===== src/rtl/tsk_pkg.sv =====
// shared types, constants, micro-program and saturation helper for the kalman filter
`timescale 1ns / 1ps
`default_nettype none
package tsk_pkg;

    localparam int WORD_W    = 32;
    localparam int FRAC_W    = 16;
    localparam int MAG_W     = WORD_W + FRAC_W + 1;
    localparam int DIV_STEPS = WORD_W + FRAC_W;
    localparam int DCNT_W    = $clog2(DIV_STEPS);
    localparam int PC_W      = 7;
    localparam int IDX_W     = 3;

    // program entry points
    localparam logic [PC_W-1:0] PC_PREDICT = PC_W'(0);
    localparam logic [PC_W-1:0] PC_UPDATE  = PC_W'(36);
    localparam logic [PC_W-1:0] PC_LOAD    = PC_W'(64);
    localparam logic [PC_W-1:0] PC_FINAL   = PC_W'(70);

    typedef enum logic [1:0] {
        OP_PREDICT = 2'd0,
        OP_UPDATE  = 2'd1,
        OP_LOAD    = 2'd2,
        OP_NOP     = 2'd3
    } t_opcode;

    typedef enum logic [IDX_W-1:0] {
        CFG_Q00 = 3'd0,
        CFG_Q01 = 3'd1,
        CFG_Q11 = 3'd2,
        CFG_R   = 3'd3,
        CFG_H0  = 3'd4,
        CFG_H1  = 3'd5,
        CFG_B0  = 3'd6,
        CFG_B1  = 3'd7
    } t_cfg_idx;

    typedef enum logic [2:0] {
        U_MUL, U_ADD, U_SUB, U_DIV, U_SKZ, U_FIN, U_END
    } t_ucode;

    typedef enum logic [5:0] {
        S_ZERO,
        S_X0, S_X1, S_P00, S_P01, S_P11,
        S_T0, S_T1, S_T2, S_T3, S_T4, S_T5, S_T6, S_T7,
        S_H0, S_H1, S_R, S_Q0, S_Q1, S_Q2, S_B0, S_B1,
        S_F00, S_F01, S_F10, S_F11, S_U, S_Z,
        S_I0, S_I1, S_I2, S_I3, S_I4
    } t_src;

    typedef struct packed {
        t_ucode code;
        t_src   dst;
        t_src   a;
        t_src   b;
    } t_uop;

    typedef struct packed {
        logic              sat;
        logic [WORD_W-1:0] val;
    } t_sat_res;

    typedef struct packed {
        logic              done;
        logic              sat;
        logic [WORD_W-1:0] quo;
    } t_div_res;

    // magnitude of a signed word, as unsigned
    function automatic logic [WORD_W-1:0] tsk_mag(input logic [WORD_W-1:0] v);
        return v[WORD_W-1] ? WORD_W'(-v) : v;
    endfunction

    // clamp a signed magnitude into the word
    function automatic t_sat_res tsk_sat_mag(input logic neg, input logic [MAG_W-1:0] q);
        t_sat_res                r;
        logic     [MAG_W-1:0]    lim;
        lim = neg ? (MAG_W'(1) << (WORD_W - 1)) : ((MAG_W'(1) << (WORD_W - 1)) - MAG_W'(1));
        if (q > lim) begin
            r.sat = 1'b1;
            r.val = neg ? {1'b1, {(WORD_W-1){1'b0}}} : {1'b0, {(WORD_W-1){1'b1}}};
        end else begin
            r.sat = 1'b0;
            r.val = neg ? WORD_W'(-q[WORD_W-1:0]) : q[WORD_W-1:0];
        end
        return r;
    endfunction

    function automatic t_uop mk(input t_ucode c, input t_src d, input t_src a, input t_src b);
        t_uop u;
        u.code = c;
        u.dst  = d;
        u.a    = a;
        u.b    = b;
        return u;
    endfunction

    // micro-program: predict, update, load and the common tail
    function automatic t_uop tsk_uprog(input logic [PC_W-1:0] pc);
        t_uop u;
        case (pc)
            // predict: state
            7'd0:  u = mk(U_MUL, S_T0, S_F00, S_X0);
            7'd1:  u = mk(U_MUL, S_T1, S_F01, S_X1);
            7'd2:  u = mk(U_ADD, S_T0, S_T0, S_T1);
            7'd3:  u = mk(U_MUL, S_T1, S_B0, S_U);
            7'd4:  u = mk(U_ADD, S_T2, S_T0, S_T1);
            7'd5:  u = mk(U_MUL, S_T0, S_F10, S_X0);
            7'd6:  u = mk(U_MUL, S_T1, S_F11, S_X1);
            7'd7:  u = mk(U_ADD, S_T0, S_T0, S_T1);
            7'd8:  u = mk(U_MUL, S_T1, S_B1, S_U);
            7'd9:  u = mk(U_ADD, S_X1, S_T0, S_T1);
            7'd10: u = mk(U_ADD, S_X0, S_T2, S_ZERO);
            // predict: f times p
            7'd11: u = mk(U_MUL, S_T0, S_F00, S_P00);
            7'd12: u = mk(U_MUL, S_T1, S_F01, S_P01);
            7'd13: u = mk(U_ADD, S_T2, S_T0, S_T1);
            7'd14: u = mk(U_MUL, S_T0, S_F00, S_P01);
            7'd15: u = mk(U_MUL, S_T1, S_F01, S_P11);
            7'd16: u = mk(U_ADD, S_T3, S_T0, S_T1);
            7'd17: u = mk(U_MUL, S_T0, S_F10, S_P00);
            7'd18: u = mk(U_MUL, S_T1, S_F11, S_P01);
            7'd19: u = mk(U_ADD, S_T4, S_T0, S_T1);
            7'd20: u = mk(U_MUL, S_T0, S_F10, S_P01);
            7'd21: u = mk(U_MUL, S_T1, S_F11, S_P11);
            7'd22: u = mk(U_ADD, S_T5, S_T0, S_T1);
            // predict: times f transposed plus process noise
            7'd23: u = mk(U_MUL, S_T0, S_T2, S_F00);
            7'd24: u = mk(U_MUL, S_T1, S_T3, S_F01);
            7'd25: u = mk(U_ADD, S_T0, S_T0, S_T1);
            7'd26: u = mk(U_ADD, S_P00, S_T0, S_Q0);
            7'd27: u = mk(U_MUL, S_T0, S_T2, S_F10);
            7'd28: u = mk(U_MUL, S_T1, S_T3, S_F11);
            7'd29: u = mk(U_ADD, S_T0, S_T0, S_T1);
            7'd30: u = mk(U_ADD, S_P01, S_T0, S_Q1);
            7'd31: u = mk(U_MUL, S_T0, S_T4, S_F10);
            7'd32: u = mk(U_MUL, S_T1, S_T5, S_F11);
            7'd33: u = mk(U_ADD, S_T0, S_T0, S_T1);
            7'd34: u = mk(U_ADD, S_P11, S_T0, S_Q2);
            7'd35: u = mk(U_FIN, S_ZERO, S_ZERO, S_ZERO);
            // update: innovation
            7'd36: u = mk(U_MUL, S_T0, S_H0, S_X0);
            7'd37: u = mk(U_MUL, S_T1, S_H1, S_X1);
            7'd38: u = mk(U_ADD, S_T0, S_T0, S_T1);
            7'd39: u = mk(U_SUB, S_T7, S_Z, S_T0);
            // update: p times h
            7'd40: u = mk(U_MUL, S_T0, S_P00, S_H0);
            7'd41: u = mk(U_MUL, S_T1, S_P01, S_H1);
            7'd42: u = mk(U_ADD, S_T2, S_T0, S_T1);
            7'd43: u = mk(U_MUL, S_T0, S_P01, S_H0);
            7'd44: u = mk(U_MUL, S_T1, S_P11, S_H1);
            7'd45: u = mk(U_ADD, S_T3, S_T0, S_T1);
            // update: innovation variance and gains
            7'd46: u = mk(U_MUL, S_T0, S_H0, S_T2);
            7'd47: u = mk(U_MUL, S_T1, S_H1, S_T3);
            7'd48: u = mk(U_ADD, S_T0, S_T0, S_T1);
            7'd49: u = mk(U_ADD, S_T4, S_T0, S_R);
            7'd50: u = mk(U_SKZ, S_ZERO, S_T4, S_ZERO);
            7'd51: u = mk(U_DIV, S_T5, S_T2, S_T4);
            7'd52: u = mk(U_DIV, S_T6, S_T3, S_T4);
            // update: correction
            7'd53: u = mk(U_MUL, S_T0, S_T5, S_T7);
            7'd54: u = mk(U_ADD, S_X0, S_X0, S_T0);
            7'd55: u = mk(U_MUL, S_T0, S_T6, S_T7);
            7'd56: u = mk(U_ADD, S_X1, S_X1, S_T0);
            7'd57: u = mk(U_MUL, S_T0, S_T5, S_T2);
            7'd58: u = mk(U_SUB, S_P00, S_P00, S_T0);
            7'd59: u = mk(U_MUL, S_T0, S_T5, S_T3);
            7'd60: u = mk(U_SUB, S_P01, S_P01, S_T0);
            7'd61: u = mk(U_MUL, S_T0, S_T6, S_T3);
            7'd62: u = mk(U_SUB, S_P11, S_P11, S_T0);
            7'd63: u = mk(U_FIN, S_ZERO, S_ZERO, S_ZERO);
            // load
            7'd64: u = mk(U_ADD, S_X0, S_I0, S_ZERO);
            7'd65: u = mk(U_ADD, S_X1, S_I1, S_ZERO);
            7'd66: u = mk(U_ADD, S_P00, S_I2, S_ZERO);
            7'd67: u = mk(U_ADD, S_P01, S_I3, S_ZERO);
            7'd68: u = mk(U_ADD, S_P11, S_I4, S_ZERO);
            7'd69: u = mk(U_FIN, S_ZERO, S_ZERO, S_ZERO);
            // common tail: predicted measurement
            7'd70: u = mk(U_MUL, S_T0, S_H0, S_X0);
            7'd71: u = mk(U_MUL, S_T1, S_H1, S_X1);
            7'd72: u = mk(U_ADD, S_T0, S_T0, S_T1);
            default: u = mk(U_END, S_ZERO, S_ZERO, S_ZERO);
        endcase
        return u;
    endfunction

endpackage
`default_nettype wire


===== src/rtl/tsk_div.sv =====
// restoring divider for the gains: one quotient bit a cycle, rounded and saturated
`timescale 1ns / 1ps
`default_nettype none
module tsk_div (
    input  wire logic                       i_clk,
    input  wire logic                       i_rst_n,
    input  wire logic                       i_start,
    input  wire logic [tsk_pkg::WORD_W-1:0] i_num,
    input  wire logic [tsk_pkg::WORD_W-1:0] i_den,
    output tsk_pkg::t_div_res               o_res
);
    import tsk_pkg::*;

    logic                      r_busy;
    logic                      r_fin;
    logic [DCNT_W-1:0]         r_cnt;
    logic [WORD_W-1:0]         r_rem;
    logic [DIV_STEPS-1:0]      r_num;
    logic [DIV_STEPS-1:0]      r_quo;
    logic [WORD_W-1:0]         r_den;
    logic                      r_neg;
    t_div_res                  r_res;

    logic [WORD_W:0]           trial;
    logic [WORD_W:0]           diff;
    logic                      ge;
    logic                      rnd_up;
    logic [MAG_W-1:0]          rq;
    t_sat_res                  fin_res;

    // trial subtract of one numerator bit
    assign trial   = {r_rem, r_num[DIV_STEPS-1]};
    assign diff    = trial - {1'b0, r_den};
    assign ge      = (trial >= {1'b0, r_den});
    // round half away from zero on the remainder
    assign rnd_up  = ({r_rem, 1'b0} >= {1'b0, r_den});
    assign rq      = {1'b0, r_quo} + MAG_W'(rnd_up);
    assign fin_res = tsk_sat_mag(r_neg, rq);

    always_ff @(posedge i_clk) begin
        if (!i_rst_n) begin
            r_busy     <= 1'b0;
            r_fin      <= 1'b0;
            r_res.done <= 1'b0;
        end else begin
            r_res.done <= 1'b0;
            if (i_start) begin
                r_busy <= 1'b1;
                r_cnt  <= '0;
                r_rem  <= '0;
                r_quo  <= '0;
                r_num  <= {tsk_mag(i_num), {FRAC_W{1'b0}}};
                r_den  <= tsk_mag(i_den);
                r_neg  <= i_num[WORD_W-1] ^ i_den[WORD_W-1];
            end else if (r_busy) begin
                r_rem <= ge ? diff[WORD_W-1:0] : trial[WORD_W-1:0];
                r_num <= {r_num[DIV_STEPS-2:0], 1'b0};
                r_quo <= {r_quo[DIV_STEPS-2:0], ge};
                r_cnt <= r_cnt + DCNT_W'(1);
                if (r_cnt == DCNT_W'(DIV_STEPS - 1)) begin
                    r_busy <= 1'b0;
                    r_fin  <= 1'b1;
                end
            end else if (r_fin) begin
                r_fin      <= 1'b0;
                r_res.done <= 1'b1;
                r_res.sat  <= fin_res.sat;
                r_res.quo  <= fin_res.val;
            end
        end
    end

    assign o_res = r_res;

endmodule
`default_nettype wire


===== config.mk =====
export PLATFORM = sky130hd
export DESIGN_NAME = tsk_div
export DESIGN_NICKNAME = d
export VERILOG_FILES = /design/src/rtl/tsk_pkg.sv /design/src/rtl/tsk_div.sv
export SDC_FILE = /design/constraint.sdc
export NUM_CORES = 1
export LEC_CHECK = 0
export ABC_AREA = 1
export BUFFER_PORTS_ARGS = -buffer_cell sky130_fd_sc_hd__buf_4
export CAP_MARGIN = 5
export CORE_UTILIZATION = 55
export DETAILED_ROUTE_END_ITERATION = 10
export GPL_TIMING_DRIVEN = 0
export PLACE_DENSITY = 0.74
export SLEW_MARGIN = 10
export SYNTH_ARGS = -nofsm -noshare
export SYNTH_HDL_FRONTEND = slang
export SYNTH_SLANG_ARGS = --single-unit

===== constraint.sdc =====
create_clock -name i_clk -period 9.5 [get_ports i_clk]
set_input_delay 0.95 -clock i_clk [delete_from_list [all_inputs] [get_ports i_clk]]
set_output_delay 0.95 -clock i_clk [all_outputs]
set_load 0.02 [all_outputs]

==> results of run 1 <==
==> worst max-delay path, delay by kind of cell (launching register included) <==
kind / cells / cell delay (ns)
AND/OR/NAND/NOR: 18 / 3.04
adder cells (fa/ha/maj): 4 / 1.22
buffers and inverters: 5 / 0.55
flip-flops: 1 / 0.41
AO/OA/AOI/OAI: 1 / 0.28
==> sequential cells by signal, indices dropped and copies added (netlist names) <==
register,flops
r_busy,1
r_quo,48
r_fin,1
r_rem,32
r_num,32
r_cnt,6
o_res,34
r_den,32
r_neg,1
==> layout make-up <==
class	instances	area share (%)
well taps	330	2.57
repair buffers	103	5.29
flip-flops and latches	187	34.7
multi-input cells	1454	46.1
plain buffers	39	1.38
inverters	274	6.39
clock inverters	11	0.793
clock buffers	21	2.74
==> metrics by stage <==
| step | hold WS [ns] | worst slack (ns) | util [%] |
|---|---|---|---|
| 5_1_grt | 0.501 | 3.29 | 63.6 |
| 3_3_place_gp | 0.450 | 0.346 | 60.8 |
| 2_1_floorplan | 0.441 | 2.77 | - |
| 3_5_place_dp | 0.472 | 3.88 | 61.2 |
| 4_1_cts | 0.490 | 3.81 | 63.4 |
| 6_report | 0.494 | 3.74 | 63.6 |
==> cell usage in the layout (no fill, tap or decap), types with 3 or more instances in the layout <==
cell / synthesis / layout
a21boi_0: 3 / 3
o21a_1: 7 / 7
inv_6: 0 / 4
nand2_4: 3 / 3
clkbuf_16: 0 / 17
nor3_1: 28 / 28
nand2_2: 20 / 20
buf_6: 3 / 3
buf_2: 4 / 4
buf_12: 3 / 6
o21bai_1: 3 / 3
nand3_1: 98 / 98
dfxtp_1: 3 / 3
nand4_1: 28 / 28
inv_1: 268 / 267
nor2_4: 6 / 8
nand2_1: 558 / 558
a21o_1: 7 / 7
edfxtp_1: 184 / 184
nor2_1: 313 / 311
clkbuf_1: 20 / 24
buf_4: 0 / 98
inv_2: 4 / 5
buf_1: 9 / 9
o31ai_1: 3 / 3
ha_1: 70 / 70
a31oi_1: 9 / 9
xnor2_1: 30 / 30
xor2_1: 64 / 64
a21oi_1: 60 / 60
nor4_1: 9 / 9
o211ai_1: 7 / 7
nor2_2: 12 / 12
o21ai_0: 98 / 98
nand3b_1: 3 / 3
==> power by group <==
group	leakage (nW)	switching [mW]	internal [mW]
logic	5.38	0.373	0.209
registers	1.78	0.0311	0.977
clock network	0.270	0.356	0.372
total	7.42	0.759	1.56
==> logic make-up (layout without fill, tap and decap cells) <==
family	Yosys count	in the layout
fa+ha+maj	71	71
xor+xnor	94	94
simple gates	1087	1087
buf+inv	313	448
compound gates	202	202
flops	187	187
==> path summary, 6_finish.rpt <==
path	start	endpoint	slack (ns)
worst max-delay path	r_rem[23]	o_res[28]	3.74
worst min-delay path	r_fin	r_fin	0.49
worst max register to register	r_rem[23]	o_res[28]	3.74
worst min register to register	r_fin	r_fin	0.49
==> routing by layer <==
layer	track usage [%]	vias up
met5	0	-
met4	7.86	0
met2	49.3	339
met3	3.31	44
met1	36.0	5911
li1	-	6551
==> reports/qor.yml, run 1 <==
sta:
  hold_violations: 0
  relSlewSlack_pct: 38.5
  setup_violations: 0
  slew_violations: 0
  min_period_ns: 5.76
  fin_setup_tns_ns: 0
  rsz0062_at_grt: "false"
  period_share_pct: 60.6
  fin_worst_skew_ns: 0.0152
  fmax_mhz: 174
  tightestPinTransition_ns: 0.921
critical_path:
  critical_path_class: "register to register"
  worstPathRequired_ns: 9.71
  cp_max_fo: 10
  cpMaxStageDelayCell: "ha_1"
  endpoint_kind: "register"
  reg2reg_depth: 28
  crit_path_start_kind: "register"
  slowest_delay_ns: 0.42
  critical_path_arrival_ns: 5.96
routing:
  wl_per_cell_um: 15.0
  route.detailed.drc: 0
  wl_met2_um: 17900
  firstDrtPassIters: 6
  wl_met1_um: 15900
  antenna_left: 0
  drt_wl_total_um: 36300
  viasPerCell: 5.31
  wl_met3_um: 1700
  first_iter_violations: 999
  top_layer_used: "met4"
  vias: 12800
synthesis:
  synth_commonest_cells: "nand2_1, nor2_1, inv_1, edfxtp_1"
  synthSimpleGateAreaFrac_pct: 32.1
  syn_area_per_cell_sq_um: 7.29
  synth_ff_type: "edfxtp_1"
  synth_cells: 1954
  yosysWarnings: 0
  yosysSeqAreaShare_pct: 39.2
  synthAdderAreaFrac_pct: 6.29
  synth-seq-cells: 187
  post-synth-top-count-cell: "nand2_1"
  yosysTopAreaCellShare_pct: 38.8
  muxShareOfSynthArea_pct: 0
  synth_xor_area_share_pct: 5.78
  yosysUniqueCellTypes: 45
  syn_area_sq_um: 14200
  ys_top_cells_by_area: "edfxtp_1, nand2_1, nor2_1"
  synth_top_family_by_area: "simple AND/OR/NAND/NOR gates"
  synth-compound-area-share_pct: 7.85
  synth_nets: 2092
  ys_async_sr_fraction_pct: 0
  synth_edf_count: 184
  synth_top_cell_by_area: "edfxtp_1"
grt:
  grt_pass1_wl_um: 58700
  antenna_found_initial: 0
  grt_usage_pct: 28.0
  grt_max_degree: 34
  grt_pass1_vias: 12200
  grt_overflow: 0
place:
  dpl_cell_area_sq_um: 15500
  port_buffers: 98
  place_congestion: 0.958
  place_inst: 2386
  hpwl_um: 28400
floorplan:
  die_h_um: 163
  dieArea_sq_um: 26600
  start_util_pct: 56.3
  die_w_um: 163
  core_sq_um: 25300
  ioPinCount: 101
  rows: 58
clock_tree:
  clockBufferDepth: 2
  hold_buffers: 0
  cts_tree: "yes"
  cts_setup_buffers: 0
  cts-root-buf: "clkbuf_16"
  cts.sink_count: 187
  cts.reportedPaths.clkPinSlew_ns: 0.08
  htreeDepth: 4
  clk_latency_ns: 0.45
  cts_resized: 0
  numCtsBuffers: 17
cells_and_area:
  fill_cells: 2309
  regArea_sq_um: 5590
  layout.cells.non_filler: 2419
  syn_to_final_growth_pct: 13.0
  drive_above_1_share_pct: 9.43
  final_nets: 2214
  postLayoutCellArea_sq_um: 16100
  antennaDiodeCount: 0
  multi_input_area_sq_um: 7430
pwr:
  p_leak_nw: 7.42
  power_mw: 2.32
  power.density_nw_per_um2: 144
  ir_worst_vdd_mv: 0.118
min_path:
  hold_path_class: "register to register"
  holdPathStages: 2
outcome:
  status: "finished clean"
job:
  maxCapViolCount: 0
Power figures use the tool's default switching activity.
==> run 2, diff against run 1 <==
==> constraint.sdc (replaced) <==
create_clock -name i_clk -period 5.9 [get_ports i_clk]
set_input_delay 0.59 -clock i_clk [delete_from_list [all_inputs] [get_ports i_clk]]
set_output_delay 0.59 -clock i_clk [all_outputs]
set_load 0.02 [all_outputs]
==> run 2 against run 1 <==
  * Fmax up 5.0%
  * Critical path depth unchanged
  * Clock power grew 69%
  * Non-clock buffer count increased by 3
  * Count of clock-buffer cells in the layout down 2
  * Die area stayed put
  * Wire length shrank 0.48%
  * Cell count rose by 0.12%
  * Critical path type unchanged
  * Largest cell class unchanged
  * Highest routed layer unchanged
==> reports/qor.yml, run 2 (same netlist as run 1, synthesis figures left out) <==
outcome:
  status: "finished clean"
sta:
  min_period_ns: 5.48
  setup_ws_ns: 0.417
  rsz0062_at_grt: "false"
  fmax_mhz: 182
  setup_violations: 0
  relSlewSlack_pct: 39.1
  period_share_pct: 92.9
  tightestPinTransition_ns: 0.912
  slew_violations: 0
  fin_setup_tns_ns: 0
  hold_violations: 0
  fin_worst_skew_ns: 0.0160
clock_tree:
  clk_latency_ns: 0.45
  numCtsBuffers: 17
  cts_tree: "yes"
  hold_buffers: 0
  htreeDepth: 4
  clockBufferDepth: 2
  cts-root-buf: "clkbuf_16"
  cts.sink_count: 187
  cts.reportedPaths.clkPinSlew_ns: 0.08
critical_path:
  worstPathRequired_ns: 6.10
  critical_path_class: "register to register"
  cp_max_fo: 10
  slowest_delay_ns: 0.40
  endpoint_kind: "register"
  crit_path_start_kind: "register"
  cpMaxStageDelayCell: "edfxtp_1"
  critical_path_arrival_ns: 5.68
routing:
  wl_met3_um: 1720
  wl_met1_um: 15900
  wl_per_cell_um: 14.9
  top_layer_used: "met4"
  drt_wl_total_um: 36100
  viasPerCell: 5.36
  vias: 13000
  firstDrtPassIters: 5
  route.detailed.drc: 0
  antenna_left: 0
  first_iter_violations: 1060
  wl_met2_um: 17700
floorplan:
  die_w_um: 163
  core_sq_um: 25300
  start_util_pct: 56.3
  dieArea_sq_um: 26600
  rows: 58
  ioPinCount: 101
  die_h_um: 163
job:
  maxCapViolCount: 0
place:
  dp_slack_ns: 0.298
  hpwl_um: 28400
  place_congestion: 0.980
  dpl_cell_area_sq_um: 15500
  port_buffers: 98
pwr:
  ir_worst_vdd_mv: 0.133
  power.density_nw_per_um2: 235
  p_leak_nw: 7.47
cells_and_area:
  final_nets: 2217
  antennaDiodeCount: 0
  top_register: "r_quo"
  drive_above_1_share_pct: 9.75
  syn_to_final_growth_pct: 13.5
  final_cell_mix: "nand2_1, nor2_1, inv_1, edfxtp_1, buf_4"
  postLayoutCellArea_sq_um: 16200
  fill_cells: 2324
  largest_register_ff_count: 48
  final_common_cell: "nand2_1"
grt:
  grt_pass1_vias: 12300
  grt_usage_pct: 27.8
  grt_max_degree: 34
  antenna_found_initial: 0
  grt_pass1_wl_um: 58400
  grt_overflow: 0
min_path:
  hold_path_class: "primary input to register"
[run 2: cell count changes in the layout (fill, tap and decap cells not counted)]
cell,previous run,this run
buf_4,98,101
bufinv_16,1,2
clkbuf_1,24,22
clkinv_2,0,1
clkinv_8,1,2
clkinvlp_4,2,0
inv_8,2,3
nor2_1,311,310
nor2_2,12,13
nor3b_1,2,1
nor3b_2,0,1
[run 2: final timing paths]
path	start	to	slack (ns)	cells past startpoint
hold reg to reg	r_fin	r_fin	0.52	2
setup / recovery	r_rem[16]	o_res[29]	0.42	28
hold / removal	i_den[0]	r_den[0]	0.34	1
setup reg to reg	r_rem[16]	o_res[29]	0.42	28
[run 2: per-layer routing]
layer  vias to the layer above  GRT usage [%]
met1                      6008           35.4
li1                       6561              -
met5                         -              0
met3                        56           3.26
met2                       354           49.1
met4                         0           8.75
[run 2: timing repair]
action	in CTS	in global routing
setup endpoints to repair	0	33
resized for setup	0	2
setup buffers	0	3
[run 2: report_power, final]
part	internal, mW	total, mW	switching (mW)
sequential	1.57	1.62	0.0511
combinational	0.336	0.936	0.601
clock	0.647	1.23	0.586
[run 2: per-stage QoR]
stage / power, mW / std cells / hold slack (ns) / util, %
final: 3.79 / 2422 / 0.339 / 63.8
after CTS: 3.79 / 2418 / 0.331 / 63.6
after floorplan: 2.31 / 1954 / 0.441 / -
after global routing: 3.98 / 2422 / 0.341 / 63.8
after global placement: 2.55 / 2382 / 0.452 / 60.8
after detailed placement: 2.57 / 2386 / 0.512 / 61.2
[run 2: cell type report]
cell class / count / area, sq um / area share [%]
Buffer: 39 / 223 / 1.38
Sequential cell: 187 / 5590 / 34.6
Timing Repair Buffer: 106 / 873 / 5.40
Inverter: 274 / 1030 / 6.36
Clock buffer: 19 / 433 / 2.68
Multi-Input combinational cell: 1454 / 7430 / 46.0
Tap cell: 330 / 413 / 2.55
Clock inverter: 13 / 175 / 1.08
[run 2: worst max-delay path: cells and delay by family (launching register included)]
family / cells / cell delay, ns
simple gates: 18 / 2.76
fa+ha+maj: 4 / 1.18
flops: 1 / 0.40
buf+inv: 5 / 0.56
compound gates: 1 / 0.30
==> run 3, diff against run 2 <==
--- a/config.mk
+++ b/config.mk
@@ -8,10 +8,11 @@
 export ABC_AREA = 1
 export BUFFER_PORTS_ARGS = -buffer_cell sky130_fd_sc_hd__buf_4
 export CAP_MARGIN = 5
+export CORE_ASPECT_RATIO = 0.5
 export CORE_UTILIZATION = 55
 export DETAILED_ROUTE_END_ITERATION = 10
 export GPL_TIMING_DRIVEN = 0
-export PLACE_DENSITY = 0.74
+export PLACE_DENSITY = 0.83
 export SLEW_MARGIN = 10
 export SYNTH_ARGS = -nofsm -noshare
 export SYNTH_HDL_FRONTEND = slang
==> run 3 against run 2 <==
  * Power is 1.6% lower
  * Worst hold slack better by 0.00065 ns
  * Sequential share of layout area hardly changed
  * Via count is 1.5% lower
  * Critical path type unchanged
  * Highest routed layer unchanged
  * Sequential power hardly changed
  * Fmax is 2.9% lower
==> reports/qor.yml, run 3 (same netlist as run 1, synthesis figures left out) <==
cells_and_area:
  largest_register_ff_count: 48
  final_common_cell: "nand2_1"
  final_cell_mix: "nand2_1, nor2_1, inv_1, edfxtp_1, buf_4"
  fill_cells: 2296
  top_register: "r_quo"
  regArea_sq_um: 5590
  fin_util_pct: 63.8
  multi_input_area_sq_um: 7450
  drive_above_1_share_pct: 9.94
  final_nets: 2217
  syn_to_final_growth_pct: 13.6
floorplan:
  ioPinCount: 101
  die_w_um: 230
  dieArea_sq_um: 26600
  start_util_pct: 56.2
  die_h_um: 116
  rows: 41
  core_sq_um: 25300
critical_path:
  cpMaxStageDelayCell: "o211ai_1"
  reg2reg_slack_ns: 0.25
  crit_path_start_kind: "register"
  worstPathRequired_ns: 6.12
  critical_path_class: "register to register"
  critical_path_arrival_ns: 5.87
  slowest_delay_ns: 0.44
  cp_max_fo: 10
  cpMostUsedCell: "inv_1"
  endpoint_kind: "register"
place:
  dp_slack_ns: 0.0997
  hpwl_um: 27600
  place_congestion: 0.970
  port_buffers: 98
clock_tree:
  clk_latency_ns: 0.46
  htreeDepth: 4
  numCtsBuffers: 17
  cts.reportedPaths.clkPinSlew_ns: 0.07
  clockBufferDepth: 2
  cts.sink_count: 187
  cts-root-buf: "clkbuf_16"
  cts_tree: "yes"
sta:
  relSlewSlack_pct: 44.6
  setup_violations: 0
  period_share_pct: 95.7
  min_period_ns: 5.65
  fin_setup_tns_ns: 0
  slew_violations: 0
  hold_violations: 0
  fin_worst_skew_ns: 0.0107
  setup_ws_ns: 0.252
  fmax_mhz: 177
  tightestPinTransition_ns: 0.829
routing:
  route.detailed.drc: 0
  antenna_left: 0
  first_iter_violations: 1049
  firstDrtPassIters: 6
  drt_wl_total_um: 35100
  vias: 12800
  wl_per_cell_um: 14.4
  viasPerCell: 5.24
grt:
  grt_pass1_wl_um: 56300
  grt_max_degree: 34
  grt_overflow: 0
  antenna_found_initial: 1
  grt_usage_pct: 26.9
  grt_pass1_vias: 11500
pwr:
  p_leak_nw: 7.43
  power_mw: 3.73
  power.density_nw_per_um2: 231
  ir_worst_vdd_mv: 0.173
outcome:
  status: "finished clean"
min_path:
  hold_path_class: "primary input to register"
job:
  maxCapViolCount: 0
==> run 3: worst max-delay path: cells and delay by family (launching register included) <==
family | cells | cell delay (ns)
adders and majority gates | 4 | 1.26
buffers and inverters | 5 | 0.51
DFF | 1 | 0.40
and+or+nand+nor | 18 | 2.77
AOI/OAI and AO/OA | 1 | 0.44
==> run 3: path summary, 6_finish.rpt <==
check        startpoint         to  depth (start not counted)
min            i_den[0]   r_den[0]                          1
min reg2reg       r_fin      r_fin                          2
max           r_rem[23]  o_res[24]                         28
max reg2reg   r_rem[23]  o_res[24]                         28
==> run 3: stage by stage <==
step / area (sq um) / hold slack, ns / cells
floorplan: 14300 / 0.441 / 1954
global placement: 15400 / 0.460 / 2396
detailed placement: 15500 / 0.490 / 2401
CTS: 16100 / 0.323 / 2433
global route: 16200 / 0.323 / 2437
finish: 16200 / 0.340 / 2437
==> run 3: power breakdown <==
part           total, mW  internal (mW)  switching, mW
Combinational      0.936          0.336          0.600
Sequential          1.62           1.57         0.0513
Clock               1.17          0.629          0.544
==> run 3: area by class of cell <==
cell class                 instances  area share [%]
sequential                       187            34.5
tap                              344            2.66
buffer                            39            1.38
antenna                            1          0.0155
multi-input combinational       1454            46.0
timing repair buffer             106            5.40
clock buffer                      17            2.63
inverter                         274            6.36
clock inverter                    15            1.01
==> run 3: timing repair <==
item,in CTS,in global routing
setup endpoints to repair,0,33
gates resized for setup,0,5
setup buffers,0,2
hold buffers,0,0
hold endpoints to repair,0,0
==> run 3: routing by layer <==
layer  up-vias  share of wire, %  GRT usage (%)
li1       6555                 -              -
met1      5792                46           36.0
met2       379                46           44.8
met3        53               5.5           4.45
met4         0               2.2           8.76
met5         -                 0              0
